==> config.mk <==
export PLATFORM = sky130hd
export DESIGN_NAME = single_wire_sensor_frame_receiver_flat
export DESIGN_NICKNAME = d
export VERILOG_FILES = /design/src/design/swsfr_pkg.sv /design/src/design/swsfr_in_if.sv /design/src/design/swsfr_out_if.sv /design/src/design/single_wire_sensor_frame_receiver.sv /design/src/flat_wrapper.sv
export SDC_FILE = /design/constraint.sdc
export NUM_CORES = 1
export LEC_CHECK = 0
export BUFFER_PORTS_ARGS = -buffer_cell sky130_fd_sc_hd__buf_2
export CELL_PAD_IN_SITES_DETAIL_PLACEMENT = 1
export CELL_PAD_IN_SITES_GLOBAL_PLACEMENT = 1
export CORE_ASPECT_RATIO = 0.5
export CORE_MARGIN = 8
export CORE_UTILIZATION = 48
export CTS_CLUSTER_SIZE = 24
export DETAILED_ROUTE_END_ITERATION = 8
export GPL_TIMING_DRIVEN = 0
export PLACE_DENSITY = 0.78
export SYNTH_ARGS = -nofsm -noshare
export SYNTH_HDL_FRONTEND = slang
export SYNTH_SLANG_ARGS = --single-unit
export TNS_END_PERCENT = 100
==> constraint.sdc <==
create_clock -name clk_i -period 6.1 [get_ports clk_i]
set_clock_uncertainty 0.1 [all_clocks]
set_input_delay 1.22 -clock clk_i [delete_from_list [all_inputs] [get_ports clk_i]]
set_output_delay 1.22 -clock clk_i [all_outputs]
set_load 0.005 [all_outputs]
==> src/design/swsfr_pkg.sv <==
// ---------------------------------------------------------------------------
// swsfr_pkg
// Types and constants of the single-wire sensor frame receiver.
// ---------------------------------------------------------------------------
`default_nettype none

package swsfr_pkg;

  localparam int EDGE_SLOTS = 42;
  localparam int SKIP_EDGES = 2;

  localparam int THR_W    = 10;
  localparam int MS_W     = 16;
  localparam int CFG_W    = 16;
  localparam int CFG_IDX_W = 2;
  localparam int IDX_W    = 8;
  localparam int DATA_W   = 32;
  localparam int CHECK_W  = 8;

  localparam logic [IDX_W-1:0] DATA_FIRST    = IDX_W'(SKIP_EDGES);
  localparam logic [IDX_W-1:0] CHECK_FIRST   = IDX_W'(SKIP_EDGES + DATA_W);
  localparam logic [IDX_W-1:0] CHECK_END     = IDX_W'(SKIP_EDGES + DATA_W + CHECK_W);
  localparam logic [IDX_W-1:0] LAST_EDGE     = IDX_W'(SKIP_EDGES + DATA_W + CHECK_W - 1);
  localparam logic [IDX_W-1:0] DATA_MSB_POS  = IDX_W'(SKIP_EDGES + DATA_W - 1);
  localparam logic [IDX_W-1:0] CHECK_MSB_POS = IDX_W'(SKIP_EDGES + DATA_W + CHECK_W - 1);
  localparam logic [IDX_W:0]   SLOT_COUNT    = (IDX_W + 1)'(EDGE_SLOTS);

  localparam logic [THR_W-1:0] THR_RESET    = THR_W'(90);
  localparam logic [MS_W-1:0]  START_RESET  = MS_W'(2500);
  localparam logic [MS_W-1:0]  PERIOD_RESET = MS_W'(9000);

  localparam logic [CFG_IDX_W-1:0] REG_BIT_THRESHOLD = 2'd0;
  localparam logic [CFG_IDX_W-1:0] REG_START_TIME    = 2'd1;
  localparam logic [CFG_IDX_W-1:0] REG_CYCLE_PERIOD  = 2'd2;

  localparam logic CMD_EDGE = 1'b0;
  localparam logic CMD_TICK = 1'b1;

  typedef enum logic [1:0] {
    ST_IDLE    = 2'd0,
    ST_READING = 2'd1,
    ST_DONE    = 2'd2
  } status_e;

  typedef struct packed {
    logic                 line_release;
    logic [DATA_W-1:0]    data_word;
    logic [CHECK_W-1:0]   check_byte;
    status_e              link_status;
    logic                 frame_done;
  } result_t;

endpackage

`default_nettype wire

==> src/design/swsfr_in_if.sv <==
// ---------------------------------------------------------------------------
// swsfr_in_if
// Event channel: edge or millisecond tick, with valid/ready.
// ---------------------------------------------------------------------------
`default_nettype none

interface swsfr_in_if import swsfr_pkg::*; ();
  logic             valid;
  logic             ready;
  logic             command;
  logic [THR_W-1:0] pulse_us;

  modport source (output valid, output command, output pulse_us, input ready);
  modport sink   (input valid, input command, input pulse_us, output ready);
endinterface

`default_nettype wire

==> src/design/swsfr_out_if.sv <==
// ---------------------------------------------------------------------------
// swsfr_out_if
// Result channel: line drive, received words and link status.
// ---------------------------------------------------------------------------
`default_nettype none

interface swsfr_out_if import swsfr_pkg::*; ();
  logic               valid;
  logic               ready;
  logic               line_release;
  logic [DATA_W-1:0]  data_word;
  logic [CHECK_W-1:0] check_byte;
  logic [1:0]         link_status;
  logic               frame_done;

  modport source (output valid, output line_release, output data_word,
                  output check_byte, output link_status, output frame_done,
                  input ready);
  modport sink   (input valid, input line_release, input data_word,
                  input check_byte, input link_status, input frame_done,
                  output ready);
endinterface

`default_nettype wire

==> src/design/single_wire_sensor_frame_receiver.sv <==
// ---------------------------------------------------------------------------
// single_wire_sensor_frame_receiver
// Decodes line edge intervals into a 40 bit frame and times the start pulse.
// ---------------------------------------------------------------------------
//  channel  dir  transaction
//  evt_i    in   command (edge/tick), pulse_us
//  res_o    out  line_release, data_word, check_byte, link_status, frame_done
//  cfg      in   cfg_we_i, cfg_idx_i, cfg_data_i (write only)
//
//  One event per clock while the skid is empty; each result is registered as its event is accepted.
//  State update and result fit in a single pass of compare/shift logic.
//  A two-entry result buffer (output register plus skid) keeps evt_i ready
//  while one result waits on a stalled res_o.
//  Reset restores register defaults, resets the decoder state and empties the result buffer; no clearing pass.
// ---------------------------------------------------------------------------
`default_nettype none

module single_wire_sensor_frame_receiver import swsfr_pkg::*; (
  input  wire logic                 clk_i,
  input  wire logic                 rst_ni,
  swsfr_in_if.sink                  evt_i,
  swsfr_out_if.source               res_o,
  input  wire logic                 cfg_we_i,
  input  wire logic [CFG_IDX_W-1:0] cfg_idx_i,
  input  wire logic [CFG_W-1:0]     cfg_data_i
);

  logic [THR_W-1:0]   thr_q;
  logic [MS_W-1:0]    start_q;
  logic [MS_W-1:0]    period_q;

  logic [IDX_W-1:0]   idx_q, idx_d;
  logic [MS_W-1:0]    ms_q, ms_d;
  logic [DATA_W-1:0]  data_q, data_d;
  logic [CHECK_W-1:0] check_q, check_d;
  status_e            status_q, status_d;
  logic               line_q, line_d;
  logic               done_d;

  logic [IDX_W-1:0]   data_pos, check_pos;
  logic [IDX_W:0]     idx_inc;
  logic [MS_W:0]      ms_inc, start_p1;
  logic               rx_bit;

  result_t            res_d, out_q, skid_q;
  logic               out_valid_q, skid_valid_q;
  logic               in_fire, out_fire;

  assign evt_i.ready = !skid_valid_q;
  assign in_fire     = evt_i.valid && !skid_valid_q;
  assign out_fire    = out_valid_q && res_o.ready;

  always_ff @(posedge clk_i or negedge rst_ni) begin
    if (!rst_ni) begin
      thr_q    <= THR_RESET;
      start_q  <= START_RESET;
      period_q <= PERIOD_RESET;
    end else if (cfg_we_i) begin
      unique case (cfg_idx_i)
        REG_BIT_THRESHOLD: thr_q    <= cfg_data_i[THR_W-1:0];
        REG_START_TIME:    start_q  <= cfg_data_i[MS_W-1:0];
        REG_CYCLE_PERIOD:  period_q <= cfg_data_i[MS_W-1:0];
        default:           ;
      endcase
    end
  end

  assign rx_bit    = evt_i.pulse_us > thr_q;
  assign data_pos  = DATA_MSB_POS - idx_q;
  assign check_pos = CHECK_MSB_POS - idx_q;
  assign idx_inc   = {1'b0, idx_q} + 1'b1;
  assign ms_inc    = {1'b0, ms_q} + 1'b1;
  assign start_p1  = {1'b0, start_q} + 1'b1;

  always_comb begin
    idx_d    = idx_q;
    ms_d     = ms_q;
    data_d   = data_q;
    check_d  = check_q;
    status_d = status_q;
    line_d   = line_q;
    done_d   = 1'b0;
    if (evt_i.command == CMD_EDGE) begin
      status_d = ST_READING;
      if (idx_q >= DATA_FIRST && idx_q < CHECK_FIRST) begin
        data_d = data_q | ({{(DATA_W-1){1'b0}}, rx_bit} << data_pos[4:0]);
      end
      if (idx_q >= CHECK_FIRST && idx_q < CHECK_END) begin
        check_d = check_q | ({{(CHECK_W-1){1'b0}}, rx_bit} << check_pos[2:0]);
        if (idx_q == LAST_EDGE) begin
          ms_d     = '0;
          status_d = ST_DONE;
          done_d   = 1'b1;
        end
      end
      idx_d = (idx_inc >= SLOT_COUNT) ? '0 : idx_inc[IDX_W-1:0];
    end else begin
      ms_d = (ms_inc > {1'b0, period_q}) ? '0 : ms_inc[MS_W-1:0];
      if ({1'b0, ms_d} > start_p1) begin
        if (!line_q) begin
          idx_d = '0;
        end
        line_d = 1'b1;
      end else if (ms_d >= start_q) begin
        data_d  = '0;
        check_d = '0;
        line_d  = 1'b0;
        idx_d   = '0;
      end
    end
  end

  always_comb begin
    res_d.line_release = line_d;
    res_d.data_word    = data_d;
    res_d.check_byte   = check_d;
    res_d.link_status  = status_d;
    res_d.frame_done   = done_d;
  end

  always_ff @(posedge clk_i or negedge rst_ni) begin
    if (!rst_ni) begin
      idx_q    <= '0;
      ms_q     <= '0;
      data_q   <= '0;
      check_q  <= '0;
      status_q <= ST_IDLE;
      line_q   <= 1'b1;
    end else if (in_fire) begin
      idx_q    <= idx_d;
      ms_q     <= ms_d;
      data_q   <= data_d;
      check_q  <= check_d;
      status_q <= status_d;
      line_q   <= line_d;
    end
  end

  always_ff @(posedge clk_i or negedge rst_ni) begin
    if (!rst_ni) begin
      out_valid_q  <= 1'b0;
      skid_valid_q <= 1'b0;
    end else if (out_fire || !out_valid_q) begin
      if (skid_valid_q) begin
        out_valid_q  <= 1'b1;
        skid_valid_q <= in_fire;
      end else begin
        out_valid_q  <= in_fire;
      end
    end else if (in_fire) begin
      skid_valid_q <= 1'b1;
    end
  end

  always_ff @(posedge clk_i) begin
    if (out_fire || !out_valid_q) begin
      if (skid_valid_q) begin
        out_q <= skid_q;
        if (in_fire) begin
          skid_q <= res_d;
        end
      end else if (in_fire) begin
        out_q <= res_d;
      end
    end else if (in_fire) begin
      skid_q <= res_d;
    end
  end

  assign res_o.valid        = out_valid_q;
  assign res_o.line_release = out_q.line_release;
  assign res_o.data_word    = out_q.data_word;
  assign res_o.check_byte   = out_q.check_byte;
  assign res_o.link_status  = out_q.link_status;
  assign res_o.frame_done   = out_q.frame_done;

endmodule

`default_nettype wire

==> src/flat_wrapper.sv <==
// flat-port wrapper written by rule: the top's interface ports become plain ports
module single_wire_sensor_frame_receiver_flat import swsfr_pkg::*;
  (clk_i, rst_ni, cfg_we_i, cfg_idx_i, cfg_data_i, evt_i_valid, evt_i_command, evt_i_pulse_us, evt_i_ready, res_o_valid, res_o_line_release, res_o_data_word, res_o_check_byte, res_o_link_status, res_o_frame_done, res_o_ready);
  swsfr_in_if evt_i_i ();
  swsfr_out_if res_o_i ();
  input  wire logic clk_i;
  input  wire logic rst_ni;
  input  wire logic cfg_we_i;
  input  wire logic [CFG_IDX_W-1:0] cfg_idx_i;
  input  wire logic [CFG_W-1:0] cfg_data_i;
  input wire logic [$bits(evt_i_i.valid)-1:0] evt_i_valid;
  input wire logic [$bits(evt_i_i.command)-1:0] evt_i_command;
  input wire logic [$bits(evt_i_i.pulse_us)-1:0] evt_i_pulse_us;
  output wire logic [$bits(evt_i_i.ready)-1:0] evt_i_ready;
  output wire logic [$bits(res_o_i.valid)-1:0] res_o_valid;
  output wire logic [$bits(res_o_i.line_release)-1:0] res_o_line_release;
  output wire logic [$bits(res_o_i.data_word)-1:0] res_o_data_word;
  output wire logic [$bits(res_o_i.check_byte)-1:0] res_o_check_byte;
  output wire logic [$bits(res_o_i.link_status)-1:0] res_o_link_status;
  output wire logic [$bits(res_o_i.frame_done)-1:0] res_o_frame_done;
  input wire logic [$bits(res_o_i.ready)-1:0] res_o_ready;
  assign evt_i_i.valid = evt_i_valid;
  assign evt_i_i.command = evt_i_command;
  assign evt_i_i.pulse_us = evt_i_pulse_us;
  assign evt_i_ready = evt_i_i.ready;
  assign res_o_valid = res_o_i.valid;
  assign res_o_line_release = res_o_i.line_release;
  assign res_o_data_word = res_o_i.data_word;
  assign res_o_check_byte = res_o_i.check_byte;
  assign res_o_link_status = res_o_i.link_status;
  assign res_o_frame_done = res_o_i.frame_done;
  assign res_o_i.ready = res_o_ready;
  single_wire_sensor_frame_receiver u_core (.clk_i(clk_i), .rst_ni(rst_ni), .evt_i(evt_i_i), .res_o(res_o_i), .cfg_we_i(cfg_we_i), .cfg_idx_i(cfg_idx_i), .cfg_data_i(cfg_data_i));
endmodule
==> impl_metrics.env, run 1 <==
export IMPL_outcome="completed"
export IMPL_synth_nets=1143
export IMPL_clk_latency_ps=470
export IMPL_mostFrequentLayoutCell="a21oi_1"
export IMPL_cap_violations=0
export IMPL_coreArea_sq_um=21800
export IMPL_leakage_nw=5.35
export IMPL_syn_inst=1044
export IMPL_synth_seq_area_share=0.508
export IMPL_post_drt_wl_per_cell_um=19.5
export IMPL_reg2reg_slack_ps=340
export IMPL_grt_pass1_vias=8588
export IMPL_hpwl_um=20800
export IMPL_grt_pass1_wl_um=46000
export IMPL_worstHoldPathType="reg2reg"
export IMPL_r2r_start="u_core.ms_q[0]"
export IMPL_worst_slack_ps=344
export IMPL_layout_drive_gt1_share=0.201
export IMPL_crit_type="reg2reg"
export IMPL_track_usage=0.211
export IMPL_worstHoldStart="u_core.status_q[0]"
export IMPL_ys_flop_type="dfrtp_1"
export IMPL_root_buffer="clkbuf_16"
export IMPL_grt_max_degree=63
export IMPL_irDropWorstVdd_uv=207
export IMPL_finalMaxSlewViolations=0
export IMPL_start_util=0.492
export IMPL_port_buffers=78
export IMPL_p_seq_frac=0.427
export IMPL_final_cell_mix="134 x a21oi_1, 97 x nand2_1, 94 x dfrtp_1"
export IMPL_met1_length_um=13000
export IMPL_dieHeight_um=122
export IMPL_cts_buffers=17
export IMPL_final_antenna_net_count=0
export IMPL_finish_instance_area_sq_um=12200
export IMPL_swShare=0.351
export IMPL_routed_via_density=5.63
export IMPL_hold_buffers=0
export IMPL_hold_viol_final=0
export IMPL_setup_viol=0
export IMPL_synth_edf_count=88
export IMPL_post_cts_buffers=0
export IMPL_met2WireLength_um=13800
export IMPL_min_to="u_core.status_q[0]"
export IMPL_postSynth_asyncResetShare=0.558
export IMPL_p_int_w=0.00285
export IMPL_highest_layer="met4"
export IMPL_avgSynthCellArea_sq_um=10.3
export IMPL_drtIter0Drc=547
export IMPL_finalCriticalPeriod_ps=5760
export IMPL_dpl_worst_slack_ps=-196
export IMPL_pwr_share_clk=0.260
export IMPL_die_x_um=227
export IMPL_rsz0062_at_grt="no"
export IMPL_die_area_sq_um=27600
export IMPL_synth_area_leaders="edfxtp_1 25%, dfrtp_1 22%, ha_1 7.6%"
export IMPL_yosys_warnings=0
export IMPL_drc_errors=0
export IMPL_htree_levels=4
export IMPL_power_density_nw_per_um2=360
export IMPL_worstPathMaxFanout=10
export IMPL_ys_ff_latch=199
export IMPL_fillers=2473
export IMPL_cts_tree="done"
export IMPL_vias=8192
export IMPL_synth_top_area_share=0.247
export IMPL_wl_um=28400
export IMPL_startpoint_type="register"
export IMPL_arrival_ps=5860
export IMPL_crit_required_ps=6210
export IMPL_fin_hold_ws_ps=395
export IMPL_gp_congestion=0.833
export IMPL_postPlaceCellArea_sq_um=11600
export IMPL_switchingPower_w=0.00154
export IMPL_synth_cell_type_count=61
export IMPL_min_path_cells=2
export IMPL_grt_overflow_total=0
export IMPL_num_rows=38
export IMPL_cp_end_kind="register"
export IMPL_drtPass1Iterations=5
export IMPL_relSlewSlack=0.439
export IMPL_n_antenna_cell=0
export IMPL_clock_sinks=199
export IMPL_nets=1242
export IMPL_r2r_end="u_core.res_o.data_word[1]"
export IMPL_clock_fmax_mhz=174
export IMPL_clk_transition_reported_paths_ps=70
export IMPL_cts_buffer_depth=2
export IMPL_power_frac_comb=0.313
export IMPL_synthToLayoutAreaGrowth_pct=13.9
export IMPL_io_pins=80
export IMPL_wl_met3_um=1070
export IMPL_syn_cell_area_sq_um=10700
export IMPL_antenna_found_initial=0
export IMPL_worst_pin_slew_ps=842
export IMPL_yosysTopAreaCell="edfxtp_1"
export IMPL_fin_crit_sh=0.944
export IMPL_worstRegToRegCells=25
export IMPL_fin_util=0.560
## power by group through the flow
stage	clock network, W	registers [W]	logic [W]
floorplan	0	0.00186	0.000956
global placement	0	0.00188	0.00128
detailed placement	0	0.00189	0.00136
CTS	0.00116	0.00187	0.00138
global route	0.00121	0.00190	0.00153
finish	0.00114	0.00187	0.00137
## flip-flops by register name, summed over array words and instances, names as in the netlist
register and cells:
u_core.res_o.check_byte 8, u_core.status_q 2, u_core.res_o.valid 1, u_core.start_q 16
u_core.line_q 1, u_core.skid_q 44, u_core.res_o.link_status 2, u_core.check_q 8
u_core.period_q 16, u_core.data_q 32, u_core.ms_q 16, u_core.idx_q 8
u_core.res_o.data_word 32, u_core.thr_q 10, u_core.res_o.line_release 1, u_core.skid_valid_q 1
u_core.res_o.frame_done 1
## synthesized netlist by cell type, drive strengths merged (12+ instances only)
cell	number
clkbuf	32
nor3	12
dfrtp	96
buf	17
and2	47
nand4	21
a21oi	153
edfxtp	88
xnor2	20
nor2	77
inv	68
mux2	39
nand3	20
dfstp	15
o21ai	77
ha	65
nand2	98
## cell type report
| class | count | area, sq um | share of cell area |
|---|---|---|---|
| well taps | 300 | 375 | 0.0308 |
| clock buffers | 21 | 472 | 0.0387 |
| flip-flops and latches | 199 | 5440 | 0.446 |
| inverters | 68 | 255 | 0.0209 |
| multi-input cells | 728 | 4820 | 0.395 |
| clock inverters | 11 | 108 | 0.00882 |
| repair buffers | 81 | 460 | 0.0378 |
| plain buffers | 48 | 269 | 0.0221 |
## per-stage QoR
stage,instances,power (W),TNS (ps)
after floorplan,1044,0.00281,0
after global placement,1422,0.00316,-1070
after detailed placement,1425,0.00326,-5480
after CTS,1457,0.00441,0
after global routing,1456,0.00464,0
final,1456,0.00439,0
## worst max-delay path: stages (launching register included)
cell and delay (ps):
dfrtp_2 430, ha_2 240, nand2_1 100, nor2_2 230
nand4_1 180, xor2_2 310, inv_1 80, ha_1 300
nand2_1 50, nor2_1 200, nand2_1 110, o32a_1 350
o21ai_1 130, clkbuf_4 240, nand2_1 120, buf_2 230
nor2_2 180, ha_1 270, a21oi_1 130, o21ai_0 140
a2111oi_2 430, o31ai_2 170, nand2_2 120, nand3_1 230
buf_2 260, and2_1 170
## kinds of logic after synthesis
group                      count (synthesis)  share of synthesized area
and+or+nand+nor                          311                      0.146
AOI/OAI and AO/OA                        280                      0.153
DFF                                      199                      0.508
adders and majority gates                 65                     0.0759
xor gates and xnor gates                  30                     0.0245
muxes                                     42                     0.0438
buffers and inverters                    117                     0.0485
## worst max path at each step
stage                              start                    endpoint  slack, ps  cells after the start
after floorplan           u_core.ms_q[3]           u_core.skid_q[35]       1270                     26
after global placement    u_core.ms_q[0]  u_core.res_o.data_word[24]        -90                     25
after detailed placement  u_core.ms_q[0]  u_core.res_o.data_word[30]       -200                     25
after CTS                 u_core.ms_q[3]   u_core.res_o.data_word[1]         70                     25
after global routing      u_core.ms_q[0]  u_core.res_o.data_word[30]          4                     25
final                     u_core.ms_q[0]   u_core.res_o.data_word[1]        340                     25
## repair_timing
item,4_1_cts,5_1_grt
endpoints found under the setup margin,80,129
gates resized for setup,8,18
pin swaps,0,2
## layer usage
metal,vias up,track usage
li1,3883,-
met1,4145,0.278
met2,135,0.353
met3,29,0.0389
met4,0,0.0670
met5,-,0
No activity file was read; power rests on OpenSTA's default activity.
==> run 2, diff against run 1 <==
--- a/config.mk
+++ b/config.mk
@@ -7,14 +7,15 @@
 export LEC_CHECK = 0
 export BUFFER_PORTS_ARGS = -buffer_cell sky130_fd_sc_hd__buf_2
 export CELL_PAD_IN_SITES_DETAIL_PLACEMENT = 1
-export CELL_PAD_IN_SITES_GLOBAL_PLACEMENT = 1
+export CELL_PAD_IN_SITES_GLOBAL_PLACEMENT = 2
 export CORE_ASPECT_RATIO = 0.5
 export CORE_MARGIN = 8
-export CORE_UTILIZATION = 48
+export CORE_UTILIZATION = 30
 export CTS_CLUSTER_SIZE = 24
 export DETAILED_ROUTE_END_ITERATION = 8
 export GPL_TIMING_DRIVEN = 0
-export PLACE_DENSITY = 0.78
+export HOLD_SLACK_MARGIN = 0.03
+export PLACE_DENSITY = 0.61
 export SYNTH_ARGS = -nofsm -noshare
 export SYNTH_HDL_FRONTEND = slang
 export SYNTH_SLANG_ARGS = --single-unit
==> impl_metrics.env, run 2 (same netlist as run 1, synthesis figures left out) <==
export IMPL_outcome="completed"
export IMPL_dieHeight_um=150
export IMPL_power_density_nw_per_um2=352
export IMPL_min_path_cells=2
export IMPL_r2r_end="u_core.res_o.data_word[25]"
export IMPL_cp_buffers_inverters=4
export IMPL_finalMaxSlewViolations=0
export IMPL_wl_um=29400
export IMPL_min_to="u_core.status_q[0]"
export IMPL_die_area_sq_um=42400
export IMPL_postPlaceCellArea_sq_um=11800
export IMPL_htree_levels=4
export IMPL_worstHoldStart="u_core.status_q[0]"
export IMPL_fin_hold_ws_ps=393
export IMPL_p_seq_frac=0.425
export IMPL_cp_end_kind="register"
export IMPL_power_frac_comb=0.314
export IMPL_pwr_share_clk=0.261
export IMPL_worstPathMaxFanout=10
export IMPL_coreArea_sq_um=35600
export IMPL_post_drt_wl_per_cell_um=17.9
export IMPL_grt_max_degree=81
export IMPL_highest_layer="met4"
export IMPL_cts_tree="done"
export IMPL_swShare=0.355
export IMPL_crit_family="simple AND/OR/NAND/NOR gates"
export IMPL_clk_transition_reported_paths_ps=70
export IMPL_cts_buffer_depth=2
export IMPL_regArea_sq_um=5440
export IMPL_crit_required_ps=6200
export IMPL_wl_met3_um=733
export IMPL_routed_via_density=4.85
export IMPL_layout_drive_gt1_share=0.204
export IMPL_final_antenna_net_count=0
export IMPL_cp_common_cell="nand2_1"
export IMPL_clock_sinks=199
export IMPL_drtPass1Iterations=4
export IMPL_die_x_um=283
export IMPL_antenna_found_initial=0
export IMPL_finish_instance_area_sq_um=12500
export IMPL_hold_viol_final=0
export IMPL_cts_buffers=17
export IMPL_multiInputGateArea_sq_um=4820
export IMPL_p_int_w=0.00283
export IMPL_cp_depth=25
export IMPL_final_cell_mix="134 x a21oi_1, 97 x nand2_1, 94 x dfrtp_1"
export IMPL_finalCriticalPeriod_ps=5680
export IMPL_clk_latency_ps=450
export IMPL_grt_overflow_total=0
export IMPL_grt_pass1_wl_um=47900
export IMPL_fin_crit_sh=0.931
export IMPL_crit_slowest_cell="dfrtp_2"
export IMPL_relSlewSlack=0.418
export IMPL_irDropWorstVdd_uv=144
export IMPL_grt_pass1_vias=8495
export IMPL_reg2reg_slack_ps=420
export IMPL_switchingPower_w=0.00156
export IMPL_n_antenna_cell=0
export IMPL_track_usage=0.143
export IMPL_arrival_ps=5780
export IMPL_met2WireLength_um=13600
export IMPL_setup_viol=0
export IMPL_drc_errors=0
export IMPL_clock_fmax_mhz=176
export IMPL_start_util=0.301
export IMPL_port_buffers=78
export IMPL_mostFrequentLayoutCell="a21oi_1"
export IMPL_rsz0062_at_grt="yes"
export IMPL_cap_violations=0
export IMPL_top_register="u_core.skid_q"
export IMPL_worstRegToRegCells=25
export IMPL_nets=1243
export IMPL_io_pins=80
export IMPL_drtIter0Drc=374
export IMPL_num_rows=49
export IMPL_r2r_start="u_core.ms_q[0]"
export IMPL_worst_pin_slew_ps=872
export IMPL_crit_type="reg2reg"
export IMPL_startpoint_type="register"
export IMPL_synthToLayoutAreaGrowth_pct=16.3
export IMPL_critPathMaxStageDelay_ps=430
export IMPL_leakage_nw=5.36
export IMPL_worstHoldPathType="reg2reg"
export IMPL_root_buffer="clkbuf_16"
export IMPL_gp_congestion=0.774
export IMPL_fillers=4018
export IMPL_hpwl_um=22500
export IMPL_largest_reg_flops=44
export IMPL_met1_length_um=14500
export IMPL_vias=7956
run 2: changes by cell type in the layout (fill, tap and decap cells not counted), sizes merged:
cell / change
inv: +1
clkinvlp: +2
clkbuf: -2
run 2: area by class of cell:
class	instances	share of cell area
Sequential cell	199	0.437
Multi-Input combinational cell	728	0.387
Tap cell	484	0.0486
Timing Repair Buffer	82	0.0385
Clock buffer	18	0.0353
Buffer	48	0.0218
Inverter	68	0.0205
Clock inverter	14	0.0114
run 2: what timing repair did:
action,in CTS,in global routing
setup buffers,0,1
endpoints found under the setup margin,129,130
hold buffers,0,0
pin swaps,0,2
gates resized for setup,13,11
gates cloned,0,0
run 2: routing by layer:
layer	vias to the layer above	global-route usage
met3	31	0.0229
met5	-	0
met1	3941	0.192
met4	0	0.0509
li1	3896	-
met2	88	0.232
run 2: worst max-delay path by stage:
stage	start	endpoint	slack, ps
floorplan	u_core.ms_q[3]	u_core.skid_q[35]	1270
global placement	u_core.ms_q[0]	u_core.res_o.data_word[29]	-460
detailed placement	u_core.ms_q[0]	u_core.res_o.data_word[25]	-470
CTS	u_core.ms_q[3]	u_core.res_o.data_word[25]	20
global route	u_core.ms_q[0]	u_core.skid_q[34]	-10
finish	u_core.ms_q[0]	u_core.res_o.data_word[25]	420
run 2: worst register-to-register path, cell delays in order (launching register included):
cell,delay [ps]
dfrtp_2,430
ha_2,250
nand2_1,100
nor2_2,210
nand4_1,180
xor2_2,280
inv_1,70
ha_1,300
nand2_1,70
nor2_1,200
nand2_1,100
o32a_1,350
o21ai_1,120
clkbuf_4,240
nand2_1,140
buf_2,220
nor2_1,290
ha_1,310
a21oi_1,160
o21bai_1,80
a211oi_1,300
o31ai_2,190
nand2_2,130
nand3_2,190
clkbuf_4,260
and2_1,170
run 2: metrics by stage:
| step | setup WS, ps | power, W | setup TNS [ps] | util | cells |
|---|---|---|---|---|---|
| finish | 420 | 0.00439 | 0 | 0.350 | 1641 |
| global route | -11.6 | 0.00470 | -11.6 | 0.350 | 1641 |
| CTS | 16.7 | 0.00446 | 0 | 0.349 | 1641 |
| detailed placement | -469 | 0.00328 | -18030 | 0.332 | 1609 |
| global placement | -464 | 0.00323 | -17960 | 0.329 | 1606 |
| floorplan | 1270 | 0.00281 | 0 | - | 1044 |
run 2: power groups by stage:
stage | sequential [W] | clock (W) | combinational (W)
finish | 0.00186 | 0.00115 | 0.00137
global route | 0.00190 | 0.00124 | 0.00157
CTS | 0.00186 | 0.00119 | 0.00140
detailed placement | 0.00189 | 0 | 0.00139
global placement | 0.00188 | 0 | 0.00134
floorplan | 0.00186 | 0 | 0.000956
==> run 3, diff against run 2 <==
--- a/config.mk
+++ b/config.mk
@@ -16,6 +16,7 @@
 export GPL_TIMING_DRIVEN = 0
 export HOLD_SLACK_MARGIN = 0.03
 export PLACE_DENSITY = 0.61
+export RECOVER_POWER = 100
 export SYNTH_ARGS = -nofsm -noshare
 export SYNTH_HDL_FRONTEND = slang
 export SYNTH_SLANG_ARGS = --single-unit
==> impl_metrics.env, run 3 (same netlist as run 1, synthesis figures left out) <==
export IMPL_outcome="finished, violations left"
export IMPL_violations="capacitance limit, slew limit"
export IMPL_crit_family="simple AND/OR/NAND/NOR gates"
export IMPL_clock_sinks=199
export IMPL_nets=1243
export IMPL_irDropWorstVdd_uv=144
export IMPL_startpoint_type="register"
export IMPL_clock_fmax_mhz=177
export IMPL_critPathMaxStageDelay_ps=480
export IMPL_fin_crit_sh=0.928
export IMPL_cts_buffer_depth=2
export IMPL_final_antenna_net_count=0
export IMPL_num_rows=49
export IMPL_root_buffer="clkbuf_16"
export IMPL_pwr_share_clk=0.262
export IMPL_wl_um=29400
export IMPL_tns_ps=0
export IMPL_p_int_w=0.00281
export IMPL_dieHeight_um=150
export IMPL_cp_buffers_inverters=5
export IMPL_routed_via_density=4.81
export IMPL_n_antenna_cell=0
export IMPL_antenna_found_initial=0
export IMPL_post_drt_wl_per_cell_um=17.9
export IMPL_layout_drive_gt1_share=0.161
export IMPL_drtIter0Drc=380
export IMPL_fin_cells=1641
export IMPL_worst_slack_ps=442
export IMPL_cp_common_cell="nand2_1"
export IMPL_vias=7901
export IMPL_setup_viol=0
export IMPL_rsz0062_at_grt="yes"
export IMPL_final_cell_mix="134 x a21oi_1, 97 x nand2_1, 94 x dfrtp_1"
export IMPL_cts_buffers=17
export IMPL_finalMaxSlewViolations=176
export IMPL_track_usage=0.143
export IMPL_hold_buffers=0
export IMPL_place_inst=1609
export IMPL_cap_violations=4
export IMPL_cp_end_kind="register"
export IMPL_fin_util=0.346
export IMPL_swShare=0.356
export IMPL_clk_transition_reported_paths_ps=80
export IMPL_coreArea_sq_um=35600
export IMPL_crit_required_ps=6300
export IMPL_drc_errors=0
export IMPL_worstPathMaxFanout=10
export IMPL_grt_overflow_total=0
export IMPL_htree_levels=4
export IMPL_grt_max_degree=81
export IMPL_worst_pin_slew_ps=2300
export IMPL_power_density_nw_per_um2=355
export IMPL_relSlewSlack=-0.535
export IMPL_crit_slowest_cell="o31ai_2"
export IMPL_port_buffers=78
export IMPL_largest_reg_flops=44
export IMPL_io_pins=80
export IMPL_leakage_nw=5.18
export IMPL_start_util=0.301
export IMPL_top_register="u_core.skid_q"
export IMPL_clk_latency_ps=450
export IMPL_drtPass1Iterations=4
export IMPL_synthToLayoutAreaGrowth_pct=14.9
export IMPL_mostFrequentLayoutCell="a21oi_1"
export IMPL_dpl_worst_slack_ps=-469
export IMPL_power_frac_comb=0.310
export IMPL_crit_type="reg2reg"
export IMPL_switchingPower_w=0.00156
export IMPL_die_area_sq_um=42400
export IMPL_hpwl_um=22500
export IMPL_cts_tree="done"
export IMPL_finalCriticalPeriod_ps=5660
export IMPL_p_seq_frac=0.428
export IMPL_hold_viol_final=0
export IMPL_grt_pass1_wl_um=47900
export IMPL_gp_congestion=0.774
export IMPL_grt_pass1_vias=8495
export IMPL_arrival_ps=5860
export IMPL_die_x_um=283
export IMPL_worstHoldPathType="reg2reg"
-- run 3: final cells by class --
class / instances / area, sq um
repair buffers: 82 / 354
inverters: 68 / 255
clock buffers: 18 / 439
plain buffers: 48 / 272
multi-input cells: 728 / 4800
well taps: 484 / 606
fillers: 4041 / 23200
clock inverters: 14 / 141
flip-flops and latches: 199 / 5440
-- run 3: worst register-to-register path: cells and delay by family, from the launching register on --
kind | cells | cell delay, ps
compound gates | 4 | 1040
fa+ha+maj | 3 | 760
flops | 1 | 430
xor+xnor | 1 | 280
buf+inv | 5 | 830
simple gates | 13 | 2110
-- run 3: path summary, 6_finish.rpt --
path | startpoint | endpoint | slack [ps] | cells after the start
setup / recovery | u_core.ms_q[0] | u_core.skid_q[20] | 440 | 26
hold reg to reg | u_core.status_q[0] | u_core.status_q[0] | 390 | 2
max in group asynchronous | rst_ni | u_core.ms_q[0] | 1740 | 2
hold / removal | u_core.status_q[0] | u_core.status_q[0] | 390 | 2
min in group asynchronous | rst_ni | u_core.start_q[9] | 1110 | 1
setup reg to reg | u_core.ms_q[0] | u_core.skid_q[20] | 440 | 26
-- run 3: power by group through the flow --
stage | combinational, W | clock, W | sequential (W)
floorplan | 0.000956 | 0 | 0.00186
global placement | 0.00134 | 0 | 0.00188
detailed placement | 0.00139 | 0 | 0.00189
CTS | 0.00140 | 0.00119 | 0.00186
global route | 0.00155 | 0.00124 | 0.00190
finish | 0.00136 | 0.00115 | 0.00187
-- run 3: through the flow --
stage / hold WS (ps) / power [W] / instance area [sq um]
after floorplan: 350 / 0.00281 / 10700
after global placement: 363 / 0.00323 / 11700
after detailed placement: 379 / 0.00328 / 11800
after CTS: 397 / 0.00446 / 12400
after global routing: 438 / 0.00469 / 12300
final: 394 / 0.00437 / 12300
-- run 3: repair_timing --
action	in CTS	in global routing
endpoints found under the setup margin	129	130
resized for setup	13	11
setup buffers	0	1
pin swaps	0	2
hold endpoints to repair	0	0
cloned	0	0
-- run 3: per-layer routing --
layer  share of wire  track usage
met1            0.49        0.192
met2            0.46        0.232
met3           0.025       0.0229
met4           0.021       0.0509
met5               0            0
